## config.mk

```make
export PLATFORM = sky130hd
export DESIGN_NAME = hextile_rect_decoder_core
export DESIGN_NICKNAME = d
export VERILOG_FILES = /design/src/rtl/core/hrd_pkg.sv /design/src/rtl/core/hextile_rect_decoder_core.sv /design/src/rtl/core/hrd_out_queue.sv /design/src/rtl/core/hrd_parser.sv
export VERILOG_INCLUDE_DIRS = /design/src /design/src/rtl/core
export SDC_FILE = /design/constraint.sdc
export NUM_CORES = 2
export LEC_CHECK = 0
export ABC_AREA = 1
export BUFFER_PORTS_ARGS = -buffer_cell sky130_fd_sc_hd__buf_2
export CAP_MARGIN = 20
export CELL_PAD_IN_SITES_DETAIL_PLACEMENT = 0
export CELL_PAD_IN_SITES_GLOBAL_PLACEMENT = 1
export CORE_MARGIN = 2
export CORE_UTILIZATION = 35
export CTS_CLUSTER_SIZE = 30
export DETAILED_ROUTE_END_ITERATION = 7
export PLACE_DENSITY_LB_ADDON = 0.1
export SLEW_MARGIN = 15
export SYNTH_ARGS = -nofsm -noshare
export SYNTH_HDL_FRONTEND = slang
export SYNTH_SLANG_ARGS = --single-unit
```

## constraint.sdc

```tcl
create_clock -name clk -period 12.18 [get_ports clk]
set_input_delay 0.609 -clock clk [delete_from_list [all_inputs] [get_ports clk]]
set_output_delay 0.609 -clock clk [all_outputs]
set_load 0.02 [all_outputs]
```

## src/rtl/core/hextile_rect_decoder_core_defines.svh

```systemverilog
// Assertion macros shared by the hextile decoder modules
`ifndef HEXTILE_RECT_DECODER_CORE_DEFINES_SVH
`define HEXTILE_RECT_DECODER_CORE_DEFINES_SVH
// Implication checked at every rising clock edge outside reset
`define HRD_ASSERT_IMP(lbl, clk, rst_n, ante, cons, msg) \
	lbl: assert property (@(posedge clk) disable iff (!rst_n) (ante) |-> (cons)) else $error(msg);
// Next-cycle implication checked outside reset
`define HRD_ASSERT_NEXT(lbl, clk, rst_n, ante, cons, msg) \
	lbl: assert property (@(posedge clk) disable iff (!rst_n) (ante) |=> (cons)) else $error(msg);
`endif

```

## src/rtl/core/hrd_pkg.sv

```systemverilog
//------------------------------------------------------------------------------
// hrd_pkg
// Shared types and constants of the hextile rectangle decoder.
//------------------------------------------------------------------------------
`timescale 1ns / 1ps
package hrd_pkg;
	localparam int TILE_SIZE_DEF = 16;

	localparam logic [3:0] PH_SUBENC   = 4'd0;
	localparam logic [3:0] PH_BG       = 4'd1;
	localparam logic [3:0] PH_FG       = 4'd2;
	localparam logic [3:0] PH_COUNT    = 4'd3;
	localparam logic [3:0] PH_SUBCOLOR = 4'd4;
	localparam logic [3:0] PH_SUBXY    = 4'd5;
	localparam logic [3:0] PH_SUBWH    = 4'd6;
	localparam logic [3:0] PH_RAW      = 4'd7;

	localparam logic [1:0] KIND_BOX  = 2'd0;
	localparam logic [1:0] KIND_RAW  = 2'd1;
	localparam logic [1:0] KIND_DONE = 2'd2;

	localparam logic [2:0] REG_RECT_X = 3'd0;
	localparam logic [2:0] REG_RECT_Y = 3'd1;
	localparam logic [2:0] REG_RECT_W = 3'd2;
	localparam logic [2:0] REG_RECT_H = 3'd3;
	localparam logic [2:0] REG_PSIZE  = 3'd4;
	localparam logic [2:0] REG_BIGEND = 3'd5;

	// One result item
	typedef struct packed {
		logic        last;
		logic [31:0] color;
		logic [4:0]  box_h;
		logic [4:0]  box_w;
		logic [15:0] pos_y;
		logic [15:0] pos_x;
		logic [1:0]  kind;
	} result_t;

	// Up to two results caused by one byte
	typedef struct packed {
		logic    two;
		result_t r0;
		result_t r1;
	} result_pair_t;
endpackage

```

## src/rtl/core/hextile_rect_decoder_core.sv

```systemverilog
//------------------------------------------------------------------------------
// hextile_rect_decoder_core
// Hextile rectangle decoder: one stream byte per transaction in, box fills,
// raw pixels and rectangle-done results out.
//------------------------------------------------------------------------------
// Channel | Direction | Payload
// s_axis  | in        | tdata[7:0] data_byte
// m_axis  | out       | tdata: kind, pos_x, pos_y, box_w, box_h, color; tlast = last
// cfg     | in        | cfg_index[2:0], cfg_data[15:0]
//
// One byte per cycle while s_tready is high; results are registered, then queued.
// A byte causes at most two results; the result queue holds four.
// s_tready drops only while the queue, counting the results in the result
// register, cannot take two more results.
// Reset (arst_n low) returns the tile walk to the first tile of a 1x1 rectangle.
//------------------------------------------------------------------------------
`timescale 1ns / 1ps
module hextile_rect_decoder_core
	import hrd_pkg::*;
#(
	parameter int TILE_SIZE = TILE_SIZE_DEF
) (
	input  logic        clk,
	input  logic        arst_n,
	input  logic        s_tvalid,
	output logic        s_tready,
	input  logic [7:0]  s_tdata,    // [7:0] data_byte
	output logic        m_tvalid,
	input  logic        m_tready,
	output logic [79:0] m_tdata,    // kind[1:0] pos_x[17:2] pos_y[33:18] box_w[38:34]
	                                // box_h[43:39] color[75:44] zero[79:76]
	output logic        m_tlast,
	input  logic        cfg_valid,
	output logic        cfg_ready,
	input  logic [2:0]  cfg_index,
	input  logic [15:0] cfg_data
);
	logic         take;
	logic         res_vld;
	result_pair_t res;
	logic         space, empty;
	result_t      mr;

	// Accept a byte only with room for two results after the one in flight
	assign s_tready  = space;
	assign take      = s_tvalid && s_tready;
	assign cfg_ready = 1'b1;

	hrd_parser #(.TILE_SIZE(TILE_SIZE)) u_parser (
		.clk(clk), .arst_n(arst_n),
		.byte_vld(take), .byte_in(s_tdata),
		.cfg_wr(cfg_valid), .cfg_idx(cfg_index), .cfg_val(cfg_data),
		.res_vld(res_vld), .res(res)
	);

	hrd_out_queue u_queue (
		.clk(clk), .arst_n(arst_n),
		.push(res_vld), .push_data(res),
		.space(space), .empty(empty),
		.m_valid(m_tvalid), .m_ready(m_tready), .m_data(mr)
	);

	assign m_tdata = {4'd0, mr.color, mr.box_h, mr.box_w, mr.pos_y, mr.pos_x, mr.kind}
		& {80{!empty}};
	assign m_tlast = mr.last;
endmodule

```

## src/rtl/core/hrd_out_queue.sv

```systemverilog
//------------------------------------------------------------------------------
// hrd_out_queue
// Result queue: takes a pair of results per cycle, sends one per transaction.
//------------------------------------------------------------------------------
`timescale 1ns / 1ps
`include "hextile_rect_decoder_core_defines.svh"
module hrd_out_queue
	import hrd_pkg::*;
(
	input  logic         clk,
	input  logic         arst_n,
	input  logic         push,
	input  result_pair_t push_data,
	output logic         space,
	output logic         empty,
	output logic         m_valid,
	input  logic         m_ready,
	output result_t      m_data
);
	localparam int DEPTH = 4;
	result_t     mem_q [DEPTH];
	logic [1:0]  wp_q, rp_q;
	logic [2:0]  cnt_q;
	logic        pop;
	logic [2:0]  n_push;

	assign pop     = m_valid && m_ready;
	assign m_valid = (cnt_q != 3'd0);
	assign m_data  = mem_q[rp_q];
	assign empty   = (cnt_q == 3'd0);
	assign n_push  = push ? (push_data.two ? 3'd2 : 3'd1) : 3'd0;
	// Room for two more results once the pending push has landed
	assign space   = ((cnt_q + n_push) <= 3'd2);

	// Store incoming results
	always_ff @(posedge clk) begin
		if (push) begin
			mem_q[wp_q] <= push_data.r0;
			if (push_data.two) begin
				mem_q[wp_q + 2'd1] <= push_data.r1;
			end
		end
	end

	// Advance pointers and fill level
	always_ff @(posedge clk or negedge arst_n) begin
		if (!arst_n) begin
			wp_q  <= '0;
			rp_q  <= '0;
			cnt_q <= '0;
		end else begin
			wp_q  <= wp_q + n_push[1:0];
			rp_q  <= rp_q + {1'b0, pop};
			cnt_q <= cnt_q + n_push - {2'b00, pop};
		end
	end

	`HRD_ASSERT_IMP(a_no_overflow, clk, arst_n, push, cnt_q <= 3'd2, "queue overflow")
	`HRD_ASSERT_IMP(a_cnt_range, clk, arst_n, 1'b1, cnt_q <= 3'd4, "count out of range")
	`HRD_ASSERT_NEXT(a_hold, clk, arst_n, m_valid && !m_ready && !push, m_valid, "result lost")
endmodule

```

## src/rtl/core/hrd_parser.sv

```systemverilog
//------------------------------------------------------------------------------
// hrd_parser
// Per-byte hextile parse: state update and up to two results per byte.
//------------------------------------------------------------------------------
`timescale 1ns / 1ps
`include "hextile_rect_decoder_core_defines.svh"
module hrd_parser
	import hrd_pkg::*;
#(
	parameter int TILE_SIZE = TILE_SIZE_DEF
) (
	input  logic         clk,
	input  logic         arst_n,
	input  logic         byte_vld,
	input  logic [7:0]   byte_in,
	input  logic         cfg_wr,
	input  logic [2:0]   cfg_idx,
	input  logic [15:0]  cfg_val,
	output logic         res_vld,
	output result_pair_t res
);
	localparam logic [15:0] TS16 = 16'(TILE_SIZE);
	localparam logic [16:0] TS17 = 17'(TILE_SIZE);

	logic [15:0] rect_x_q, rect_y_q, rect_w_q, rect_h_q;
	logic [1:0]  psize_q;
	logic        bigend_q;
	logic [15:0] tile_x_q, tile_y_q;
	logic [4:0]  tile_w_q, tile_h_q;
	logic [4:0]  flags_q;
	logic [31:0] bg_q, fg_q, acc_q, scol_q;
	logic [7:0]  left_q, sxy_q;
	logic [3:0]  ph_q;
	logic [1:0]  bif_q;
	logic [3:0]  rcol_q, rrow_q;

	// next-state signals
	logic [15:0] tile_x_d, tile_y_d;
	logic [4:0]  tile_w_d, tile_h_d;
	logic [4:0]  flags_d;
	logic [31:0] bg_d, fg_d, acc_d, scol_d;
	logic [7:0]  left_d, sxy_d;
	logic [3:0]  ph_d;
	logic [1:0]  bif_d;
	logic [3:0]  rcol_d, rrow_d;

	logic [15:0] wv, hv, offx, offy;
	logic [16:0] endx, endy;
	logic [16:0] remx, remy;
	logic [4:0]  clipw, cliph, remw, remh;
	logic        pix_done;
	logic [31:0] pix_acc, pix_val;
	logic [1:0]  nbm1;
	logic        n_res;
	result_t     o0, o1;
	logic [1:0]  cnt;
	logic        do_end, do_bg, raw_last;
	logic [4:0]  nflags;
	logic [7:0]  left_m1;

	function automatic logic [4:0] clip5(input logic [16:0] v);
		return (v < TS17) ? v[4:0] : TS16[4:0];
	endfunction

	// Tile walk geometry
	always_comb begin
		wv    = (rect_w_q == 16'd0) ? 16'd1 : rect_w_q;
		hv    = (rect_h_q == 16'd0) ? 16'd1 : rect_h_q;
		offx  = tile_x_q - rect_x_q;
		offy  = tile_y_q - rect_y_q;
		endx  = {1'b0, offx} + TS17;
		endy  = {1'b0, offy} + TS17;
		remx  = {1'b0, wv} - endx;
		remy  = {1'b0, hv} - endy;
		clipw = clip5({1'b0, wv});
		cliph = clip5({1'b0, hv});
		remw  = clip5(remx);
		remh  = clip5(remy);
	end

	// Pixel assembly
	always_comb begin
		unique case (psize_q)
			2'd0:    nbm1 = 2'd0;
			2'd1:    nbm1 = 2'd1;
			default: nbm1 = 2'd3;
		endcase
		pix_acc = (bif_q == 2'd0) ? 32'd0 : acc_q;
		if (bigend_q) begin
			pix_acc = {pix_acc[23:0], byte_in};
		end else begin
			pix_acc = pix_acc | ({24'd0, byte_in} << {bif_q, 3'b000});
		end
		pix_done = (bif_q >= nbm1);
		unique case (nbm1)
			2'd0:    pix_val = {24'd0, pix_acc[7:0]};
			2'd1:    pix_val = {16'd0, pix_acc[15:0]};
			default: pix_val = pix_acc;
		endcase
	end

	// Parse one byte
	always_comb begin
		tile_x_d = tile_x_q; tile_y_d = tile_y_q;
		tile_w_d = tile_w_q; tile_h_d = tile_h_q;
		flags_d = flags_q; bg_d = bg_q; fg_d = fg_q; acc_d = acc_q;
		scol_d = scol_q; left_d = left_q; sxy_d = sxy_q; ph_d = ph_q;
		bif_d = bif_q; rcol_d = rcol_q; rrow_d = rrow_q;
		o0 = '0; o1 = '0; cnt = 2'd0;
		do_end = 1'b0; do_bg = 1'b0;
		nflags = byte_in[4:0];
		left_m1 = left_q - 8'd1;
		raw_last = (rcol_q == tile_w_q[3:0] - 4'd1 || tile_w_q == 5'd0 ||
			tile_w_q == 5'd1) && (rrow_q == tile_h_q[3:0] - 4'd1 ||
			tile_h_q == 5'd0 || tile_h_q == 5'd1);
		n_res = 1'b0;
		if (pix_done) begin
			acc_d = pix_val;
			bif_d = 2'd0;
		end else begin
			acc_d = pix_acc;
			bif_d = bif_q + 2'd1;
		end
		unique case (ph_q)
			PH_BG: begin
				if (pix_done) begin
					bg_d = pix_val;
					do_bg = 1'b1;
				end
			end
			PH_FG: begin
				if (pix_done) begin
					fg_d = pix_val;
					if (flags_q[3]) ph_d = PH_COUNT;
					else do_end = 1'b1;
				end
			end
			PH_COUNT: begin
				left_d = byte_in;
				bif_d  = 2'd0;
				acc_d  = acc_q;
				if (byte_in == 8'd0) do_end = 1'b1;
				else ph_d = flags_q[4] ? PH_SUBCOLOR : PH_SUBXY;
			end
			PH_SUBCOLOR: begin
				if (pix_done) begin
					scol_d = pix_val;
					ph_d = PH_SUBXY;
				end
			end
			PH_SUBXY: begin
				sxy_d = byte_in;
				ph_d = PH_SUBWH;
				bif_d = bif_q;
				acc_d = acc_q;
			end
			PH_SUBWH: begin
				bif_d = 2'd0;
				acc_d = acc_q;
				o0.kind  = KIND_BOX;
				o0.pos_x = tile_x_q + {12'd0, sxy_q[7:4]};
				o0.pos_y = tile_y_q + {12'd0, sxy_q[3:0]};
				o0.box_w = {1'b0, byte_in[7:4]} + 5'd1;
				o0.box_h = {1'b0, byte_in[3:0]} + 5'd1;
				o0.color = flags_q[4] ? scol_q : fg_q;
				cnt = 2'd1;
				left_d = left_m1;
				if (left_m1 == 8'd0) do_end = 1'b1;
				else ph_d = flags_q[4] ? PH_SUBCOLOR : PH_SUBXY;
			end
			PH_RAW: begin
				if (pix_done) begin
					o0.kind  = KIND_RAW;
					o0.pos_x = tile_x_q + {12'd0, rcol_q};
					o0.pos_y = tile_y_q + {12'd0, rrow_q};
					o0.box_w = 5'd1;
					o0.box_h = 5'd1;
					o0.color = pix_val;
					cnt = 2'd1;
					if (raw_last) begin
						do_end = 1'b1;
					end else if (rcol_q == tile_w_q[3:0] - 4'd1 || tile_w_q <= 5'd1) begin
						rcol_d = 4'd0;
						rrow_d = rrow_q + 4'd1;
					end else begin
						rcol_d = rcol_q + 4'd1;
					end
				end
			end
			default: begin
				flags_d = nflags;
				bif_d = 2'd0;
				acc_d = acc_q;
				rcol_d = 4'd0;
				rrow_d = 4'd0;
				if (nflags[0]) ph_d = PH_RAW;
				else if (nflags[1]) ph_d = PH_BG;
				else do_bg = 1'b1;
			end
		endcase
		// Background box, then foreground, subrectangle count or tile end
		if (do_bg) begin
			o0.kind  = KIND_BOX;
			o0.pos_x = tile_x_q;
			o0.pos_y = tile_y_q;
			o0.box_w = tile_w_q;
			o0.box_h = tile_h_q;
			o0.color = bg_d;
			cnt = 2'd1;
			if (flags_d[2]) begin
				ph_d = PH_FG;
				bif_d = 2'd0;
			end else if (flags_d[3]) begin
				ph_d = PH_COUNT;
			end else begin
				do_end = 1'b1;
			end
		end
		// Step to the next tile; emit done after the last
		if (do_end) begin
			ph_d = PH_SUBENC;
			bif_d = 2'd0;
			rcol_d = 4'd0;
			rrow_d = 4'd0;
			left_d = 8'd0;
			if ({1'b0, endx} < {2'b00, wv}) begin
				tile_x_d = tile_x_q + TS16;
				tile_w_d = remw;
			end else begin
				tile_x_d = rect_x_q;
				tile_w_d = clipw;
				if ({1'b0, endy} < {2'b00, hv}) begin
					tile_y_d = tile_y_q + TS16;
					tile_h_d = remh;
				end else begin
					tile_y_d = rect_y_q;
					tile_h_d = cliph;
					if (cnt == 2'd0) begin
						o0.kind = KIND_DONE;
						cnt = 2'd1;
					end else begin
						o1.kind = KIND_DONE;
						cnt = 2'd2;
					end
				end
			end
		end
		n_res = (cnt == 2'd2);
		if (cnt == 2'd2) o1.last = 1'b1;
		else o0.last = 1'b1;
	end

	// Configuration and parse state
	always_ff @(posedge clk or negedge arst_n) begin
		if (!arst_n) begin
			rect_x_q <= '0; rect_y_q <= '0; rect_w_q <= 16'd1; rect_h_q <= 16'd1;
			psize_q <= '0; bigend_q <= 1'b0;
			tile_x_q <= '0; tile_y_q <= '0; tile_w_q <= 5'd1; tile_h_q <= 5'd1;
			flags_q <= '0; bg_q <= '0; fg_q <= '0; acc_q <= '0; scol_q <= '0;
			left_q <= '0; sxy_q <= '0; ph_q <= PH_SUBENC; bif_q <= '0;
			rcol_q <= '0; rrow_q <= '0;
			res_vld <= 1'b0;
		end else begin
			res_vld <= byte_vld && (cnt != 2'd0);
			if (cfg_wr) begin
				unique case (cfg_idx)
					REG_RECT_X: rect_x_q <= cfg_val;
					REG_RECT_Y: rect_y_q <= cfg_val;
					REG_RECT_W: rect_w_q <= cfg_val;
					REG_RECT_H: rect_h_q <= cfg_val;
					REG_PSIZE:  psize_q  <= cfg_val[1:0];
					REG_BIGEND: bigend_q <= cfg_val[0];
					default: ;
				endcase
				if (cfg_idx <= REG_RECT_H) begin
					tile_x_q <= (cfg_idx == REG_RECT_X) ? cfg_val : rect_x_q;
					tile_y_q <= (cfg_idx == REG_RECT_Y) ? cfg_val : rect_y_q;
					tile_w_q <= clip5({1'b0, (cfg_idx == REG_RECT_W) ?
						((cfg_val == 16'd0) ? 16'd1 : cfg_val) : wv});
					tile_h_q <= clip5({1'b0, (cfg_idx == REG_RECT_H) ?
						((cfg_val == 16'd0) ? 16'd1 : cfg_val) : hv});
					ph_q <= PH_SUBENC; bif_q <= '0; rcol_q <= '0; rrow_q <= '0;
					left_q <= '0;
				end
			end else if (byte_vld) begin
				tile_x_q <= tile_x_d; tile_y_q <= tile_y_d;
				tile_w_q <= tile_w_d; tile_h_q <= tile_h_d;
				flags_q <= flags_d; bg_q <= bg_d; fg_q <= fg_d; acc_q <= acc_d;
				scol_q <= scol_d; left_q <= left_d; sxy_q <= sxy_d; ph_q <= ph_d;
				bif_q <= bif_d; rcol_q <= rcol_d; rrow_q <= rrow_d;
			end
		end
	end

	// Result register
	always_ff @(posedge clk) begin
		if (byte_vld) begin
			res.two <= n_res;
			res.r0  <= o0;
			res.r1  <= o1;
		end
	end

	`HRD_ASSERT_IMP(a_ph_legal, clk, arst_n, 1'b1, ph_q <= PH_RAW, "bad parse phase")
	`HRD_ASSERT_IMP(a_tile_w, clk, arst_n, 1'b1,
		tile_w_q != 5'd0 && tile_w_q <= TS16[4:0], "tile width out of range")
	`HRD_ASSERT_IMP(a_raw_pos, clk, arst_n, ph_q == PH_RAW,
		{1'b0, rcol_q} < tile_w_q, "raw column past tile")
endmodule

```

## After elaboration in Yosys (flattened, before gate mapping)

Memories as Yosys holds them, arrays and structs flattened.
Index checks and enable logic that the tools add are counted.

- Flip-flop bits (word level): 361
- Output and inout bits: 84
- Bits in writable memories: 308
- Memories kept: 1

- Bitwise logic cells: 5
- Mux-type cells: 125
- Shifts and indexed selects: 1
- Order comparisons: 12
- Equal/unequal tests: 25
- Add/sub/neg operators: 25
- Reduce and logical (&&, ||, !) cells: 50

Memories:

| name | words | bits a word | read ports | clocked after Yosys merged registers in | wr ports | RTL line | source |
|---|---|---|---|---|---|---|---|
| u_queue.mem_q | 4 | 77 | 1 | 0 | 2 | hrd_out_queue.sv:21 | `result_t mem_q [DEPTH];` |

Operators by type and width:

| operator | number |
|---|---|
| 16-bit two-way mux | 18 |
| 32-bit two-way mux | 6 |
| 76-bit two-way mux | 2 |
| 76-bit case mux with 2 select lines | 1 |
| 4-bit two-way mux | 27 |
| 5-bit two-way mux | 17 |
| 76-bit by 80-bit AND with 80-bit output | 1 |
| 16-bit by 4-bit adder with 16-bit output | 4 |
| 16-bit by 5-bit less-than comparator with 1-bit output (second input constant) | 4 |
| 32-bit case mux with 2 select lines | 1 |
| 16-bit zero test | 3 |
| 2-bit two-way mux | 18 |
| 16-bit by 5-bit adder with 17-bit output (second input constant) | 2 |
| 17-bit by 16-bit less-than comparator with 1-bit output | 2 |
| 17-bit by 5-bit less-than comparator with 1-bit output (second input constant) | 2 |
| 16-bit by 17-bit subtractor with 17-bit output | 2 |
| 16-bit by 5-bit adder with 16-bit output (second input constant) | 2 |
| 8-bit two-way mux | 4 |
| 32-bit bitwise OR | 1 |
| 8-bit by 5-bit left shift with 32-bit output | 1 |
| 16-bit subtractor | 2 |
| 4-bit case mux with 6 select lines | 1 |
| 1-bit two-way mux | 21 |
| 4-bit by 3-bit == test with 1-bit output (second input constant) | 4 |
| other kinds (53) | 97 |

## Depth between registers and ports, before layout

- Word-level depth: 14
- Mapped depth: 33

## By module

A second synthesis with hierarchy kept.

- Cell total of the unflattened synthesis: 5138
- Area total of the unflattened synthesis: 40313.7 um2

By module, submodules not included:

| module | seq. area each (um2) | times used | cells an instance | area an instance (um2) |
|---|---|---|---|---|
| hrd_parser | 9158.8 | 1 | 3404 | 24463.5 |
| hrd_out_queue | 9424.0 | 1 | 1565 | 15159.5 |
| hextile_rect_decoder_core | 0.0 | 1 | 169 | 690.7 |

## Least setup slack after synthesis

Ideal clock, no wire load.

- Path kind: reg-to-reg
- From: reg u_parser.tile_y_q[0]
- To: reg u_parser.res[153] (netlist name)
- Cell stages (with the launch flop): 26
- Data required time: 11924 ps
- Arrival time: 3909 ps
- Path buffers: 1
- Slack: 8015 ps
- Cells stage by stage: dfrtp_1 inv_1 ha_1 inv_1 fa_1 nand3_1 nand3_1 xor2_1 ha_1 nand3_2 nor3_4 xnor2_1 ha_1 nand2_1 nor2_1 nand3_1 nand2_1 nand2_1 nand2_1 nand2_1 nand2_1 nand3_4 buf_4 ha_1 nor3_2 inv_1

RTL lines:

| element | RTL line | source |
|---|---|---|
| start: declaration | hrd_parser.sv:28 | `logic [15:0] tile_x_q, tile_y_q;` |
| start signal: assignment | hrd_parser.sv:277 | `tile_y_q <= (cfg_idx == REG_RECT_Y) ? cfg_val : rect_y_q;` |
| start signal: assignment | hrd_parser.sv:286 | `tile_x_q <= tile_x_d; tile_y_q <= tile_y_d;` |

## Final worst setup path

- From: reg u_parser.tile_x_q[0]
- To: reg u_parser.tile_y_q[1]

- Word-level cells in the longest chain between the ends: 5

Ends and longest elaborated chain:

| element | RTL line | source |
|---|---|---|
| start: declaration | hrd_parser.sv:28 |  |
| start signal: assignment | hrd_parser.sv:276 | `tile_x_q <= (cfg_idx == REG_RECT_X) ? cfg_val : rect_x_q;` |
| start signal: assignment | hrd_parser.sv:286 |  |
| 16-bit subtractor | hrd_parser.sv:69 | `offx = tile_x_q - rect_x_q;` |
| 16-bit by 5-bit adder with 17-bit output | hrd_parser.sv:71 | `endx = {1'b0, offx} + TS17;` |
| 17-bit by 16-bit less-than comparator with 1-bit output | hrd_parser.sv:226 | `if ({1'b0, endx} < {2'b00, wv}) begin` |
| 2-bit != test (no source line) | -- |  |
| 4-bit AND reduction (no source line) | -- |  |

Every way passes these cells.
A chain may end at the register's enable or synchronous reset.

==> summary.md <==
| Metric | Value |
|---|---|
| Status | finished with violations |
| Violated checks | negative hold slack |
| Area leader, netlist | dfrtp_1 |
| Multiplexer share of the synthesized area | 0.00698 |
| Sequential share of power | 0.291 |
| I/O Buffers | 110 |
| Crit Path Class | flip-flop to flip-flop |
| Synth Cell Area | 37100 µm² |
| Cell Pwr Density | 305 nW/µm² |
| Initial antenna violation count | 3 |
| Yosys warning count | 0 |
| First-pass iteration count of the detailed router | 5 |
| Peak supply drop | 208 µV |
| Hold WS | -14.4 ps |
| Post-synthesis xor/xnor area fraction | 0.0195 |
| Tot GR Track Use | 0.233 |
| Final Power | 12.6 mW |
| # nets final | 5122 |
| Post-Route Setup TNS | 0 ps |
| CORE AREA | 105000 µm² |
| Synth unique cells | 68 |
| Clock Pin Slew Worst Setup and Hold Paths | 60 ps |
| Seq/Total Area, Yosys | 0.421 |
| Die Wd | 330 µm |
| CP Max Fanout | 25 |
| Pins Over Slew Limit | 0 |
| Worst Max-Slew Pin Slew | 1070 ps |
| Largest family of logic cells by synthesized area | compound AO/OA/AOI/OAI gates |
| Maximum clock frequency | 0.197 GHz |
| Synth top area cells | dfrtp_1 (18%), dfxtp_1 (16%), nand2_1 (11%) |
| Post-Synthesis Cells | 5053 |
| Yosys reg bits | 665 |
| Net Sw Power | 6.00 mW |
| CTS tree | built |
| Max stage delay on crit path | 450 ps |
| Post-Synth Simple-Gate Area | 0.187 |
| CP max-delay cell | fa_1 |
| Tcrit/Tclk final | 0.417 |
| Critical Path AT | 5640 ps |
| IO Pins | 116 |
| Avg Cell Area, Syn | 7.35 µm² |
| Count of final setup violators | 0 |
| TritonCTS Sinks | 665 |
| Grt ovf | 0 |
| CP Capture Type | flip-flop |
| Ys flop type | dfxtp_1 |
| Vias/cell | 5.17 |
| DRC marker count from the first detailed-route iteration | 2533 |
| Internal | 6.62 mW |
| Post-synthesis compound-gate area fraction | 0.232 |
| Number of synthesized flops with an enable pin | 91 |
| Detailed placement HPWL | 84.8 mm |
| Max cap viols | 0 |
| First-pass GRT wire length | 196 mm |
| Setup Fix Bufs, Post-CTS | 0 |
| Clk pwr share | 0.198 |
| Std cell rows | 119 |
| Largest net degree at the start of global routing | 124 |
| Synth-to-layout area growth | 11.4% |
| Root Buffer | clkbuf_16 |
| Multi-input gate area | 18100 µm² |
| Clock latency on the worst-skew pair | 650 ps |
| Initial Utilization | 0.353 |
| Clock Tree Buf Depth | 3 |
| Slew margin rel. | 0.284 |
| Via count | 33300 |
| RSZ-0062 raised after global routing | no |
| Tmin final | 5080 ps |
| DRC | 0 |
| Final hold violations | 19 |
| RD Place Congestion | 0.859 |
| Synth top area share | 0.185 |
| Die ar. | 109000 µm² |
| Synth async-reset ratio | 0.418 |
| CP bufs+invs | 3 |
| Type of origin of the critical path | flip-flop |
| Family with the most delay on the worst path | simple AND/OR/NAND/NOR gates |
| Post-synthesis adder-cell area fraction | 0.0396 |
| Hold Crit Class | primary input to async pin |
| Post-DRT Antenna Nets | 0 |
| Total Wirelength | 129 mm |
| Filler cells | 11100 |
| Share of layout cells above drive strength 1 | 0.0793 |
| Layout Skew | 26.2 ps |
| Total number of H-tree levels | 3 |
| Num CTS Buffers | 80 |
| FF+latch area | 15600 µm² |
| Final core occ | 0.393 |
| Sw Ratio | 0.475 |
| Die H | 330 µm |
| R2R Setup Slk | 7100 ps |
| WL/cell | 20.0 µm |
| Vias in the first global route | 30800 |
| Critical path data required time | 12740 ps |
| Comb pwr share | 0.512 |
| Cts repair resizes | 0 |
| Leakage dissipation | 18.7 nW |
| Cts hold-fix bufs | 0 |
-- final cells by class --
cell class              instances  area share
multi-input cells            3491       0.437
clock inverters                37      0.0115
well taps                    1391      0.0421
repair buffers                154      0.0220
inverters                     586      0.0537
diodes                          2    0.000121
flip-flops and latches        665       0.378
clock buffers                 111      0.0551
-- through the flow --
step                      instances  hold slack (ps)  worst slack, ps  area, µm²
after global placement         6286              440             7190      38600
final                          6437            -14.4             7100      41300
after detailed placement       6286              445             7110      38600
after CTS                      6434             3.79             7080      41300
after floorplan                5056              313             8020      37100
after global routing           6435             11.1             6530      41300
-- kinds of logic (layout without fill, tap and decap cells) --
group	Yosys count	count (layout)
simple gates	1666	1666
other cells	2	7
flops	665	665
fa+ha+maj	112	112
buf+inv	900	888
compound gates	1603	1603
mux	23	23
xor+xnor	82	82
-- layout by cell type (no fill, tap or decap), types with 14 or more instances in the layout --
cell type and instances:
mux2_2 23, inv_2 18, o21ai_1 14, ha_1 103, a22oi_1 37, clkbuf_1 15
dfxtp_1 296, nand2_1 1084, nor3_1 38, clkinv_2 15, clkbuf_8 16, dfrtp_1 271
o21ai_0 701, o221ai_1 29, buf_4 42, a21oi_1 675, nand4_1 36, xor2_1 53
inv_1 554, o211ai_1 27, nand2_2 15, a31oi_1 30, clkbuf_16 80, nor2_1 263
nand3_1 154, xnor2_1 28, clkinv_1 16, edfxtp_1 91, o31ai_1 21, buf_2 109
-- routing by layer --
metal  up-vias  global-route usage  part of all wire
met2       678               0.357              0.43
met1     15800               0.354              0.51
met5         -                   0                 0
met3       107              0.0238             0.044
li1      16700                   -                 -
met4         0              0.0485             0.016
-- state kept, by name, indices dropped and copies added, names as in the netlist, 5 cells and up --
register,cells
u_queue.mem_q,308
u_parser.res,79
u_parser.acc_q,32
u_parser.bg_q,32
u_parser.fg_q,32
u_parser.scol_q,32
u_parser.rect_h_q,16
u_parser.rect_w_q,16
u_parser.rect_x_q,16
u_parser.rect_y_q,16
u_parser.tile_x_q,16
u_parser.tile_y_q,16
u_parser.left_q,8
u_parser.sxy_q,8
u_parser.tile_h_q,5
u_parser.tile_w_q,5
-- worst paths after layout --
kind	startpoint	to	cells after the start
worst max-delay path	u_parser.tile_x_q[0]$_DFFE_PN0P_	u_parser.tile_y_q[1]$_DFFE_PN0P_	28
worst min-delay path	arst_n	u_parser.rect_h_q[7]$_DFFE_PN0P_	1
worst max register to register	u_parser.tile_x_q[0]$_DFFE_PN0P_	u_parser.tile_y_q[1]$_DFFE_PN0P_	28
worst min register to register	u_queue.mem_q[2][62]$_SDFFE_PP0P_	u_queue.mem_q[2][62]$_SDFFE_PP0P_	2
max in group asynchronous	arst_n	u_parser.acc_q[15]$_DFFE_PN0P_	3
min in group clk	cfg_data[2]	u_parser.rect_h_q[2]$_DFFE_PN0P_	3
-- cells in the mapped netlist (7+ instances only) --
cell and count:
nand2_1 1085, o21ai_0 701, a21oi_1 675, inv_1 557, dfxtp_1 296, dfrtp_1 274
clkbuf_1 268, nor2_1 267, nand3_1 155, ha_1 103, edfxtp_1 91, xor2_1 53
nor3_1 41, a22oi_1 37, nand4_1 36, a31oi_1 30, o221ai_1 29, xnor2_1 28
o211ai_1 27, mux2_2 23, buf_1 22, o31ai_1 21, inv_2 18, nand2_2 14
o21ai_1 14, nand3b_1 13, o21bai_1 13, o22ai_1 13, and2_1 10, clkinv_1 10
o21ai_2 10, buf_2 9, buf_4 9, fa_1 9, nor4_1 9, a32o_1 8
o311ai_0 8, nor2_2 7
-- power groups by stage --
stage / clock, mW / combinational [mW] / sequential, mW
detailed placement: 0 / 6.45 / 3.71
floorplan: 0 / 4.70 / 3.45
global placement: 0 / 6.46 / 3.70
finish: 2.50 / 6.46 / 3.67
global route: 2.66 / 7.30 / 3.77
CTS: 2.56 / 6.48 / 3.67
No activity file was read; power rests on OpenSTA's default activity.
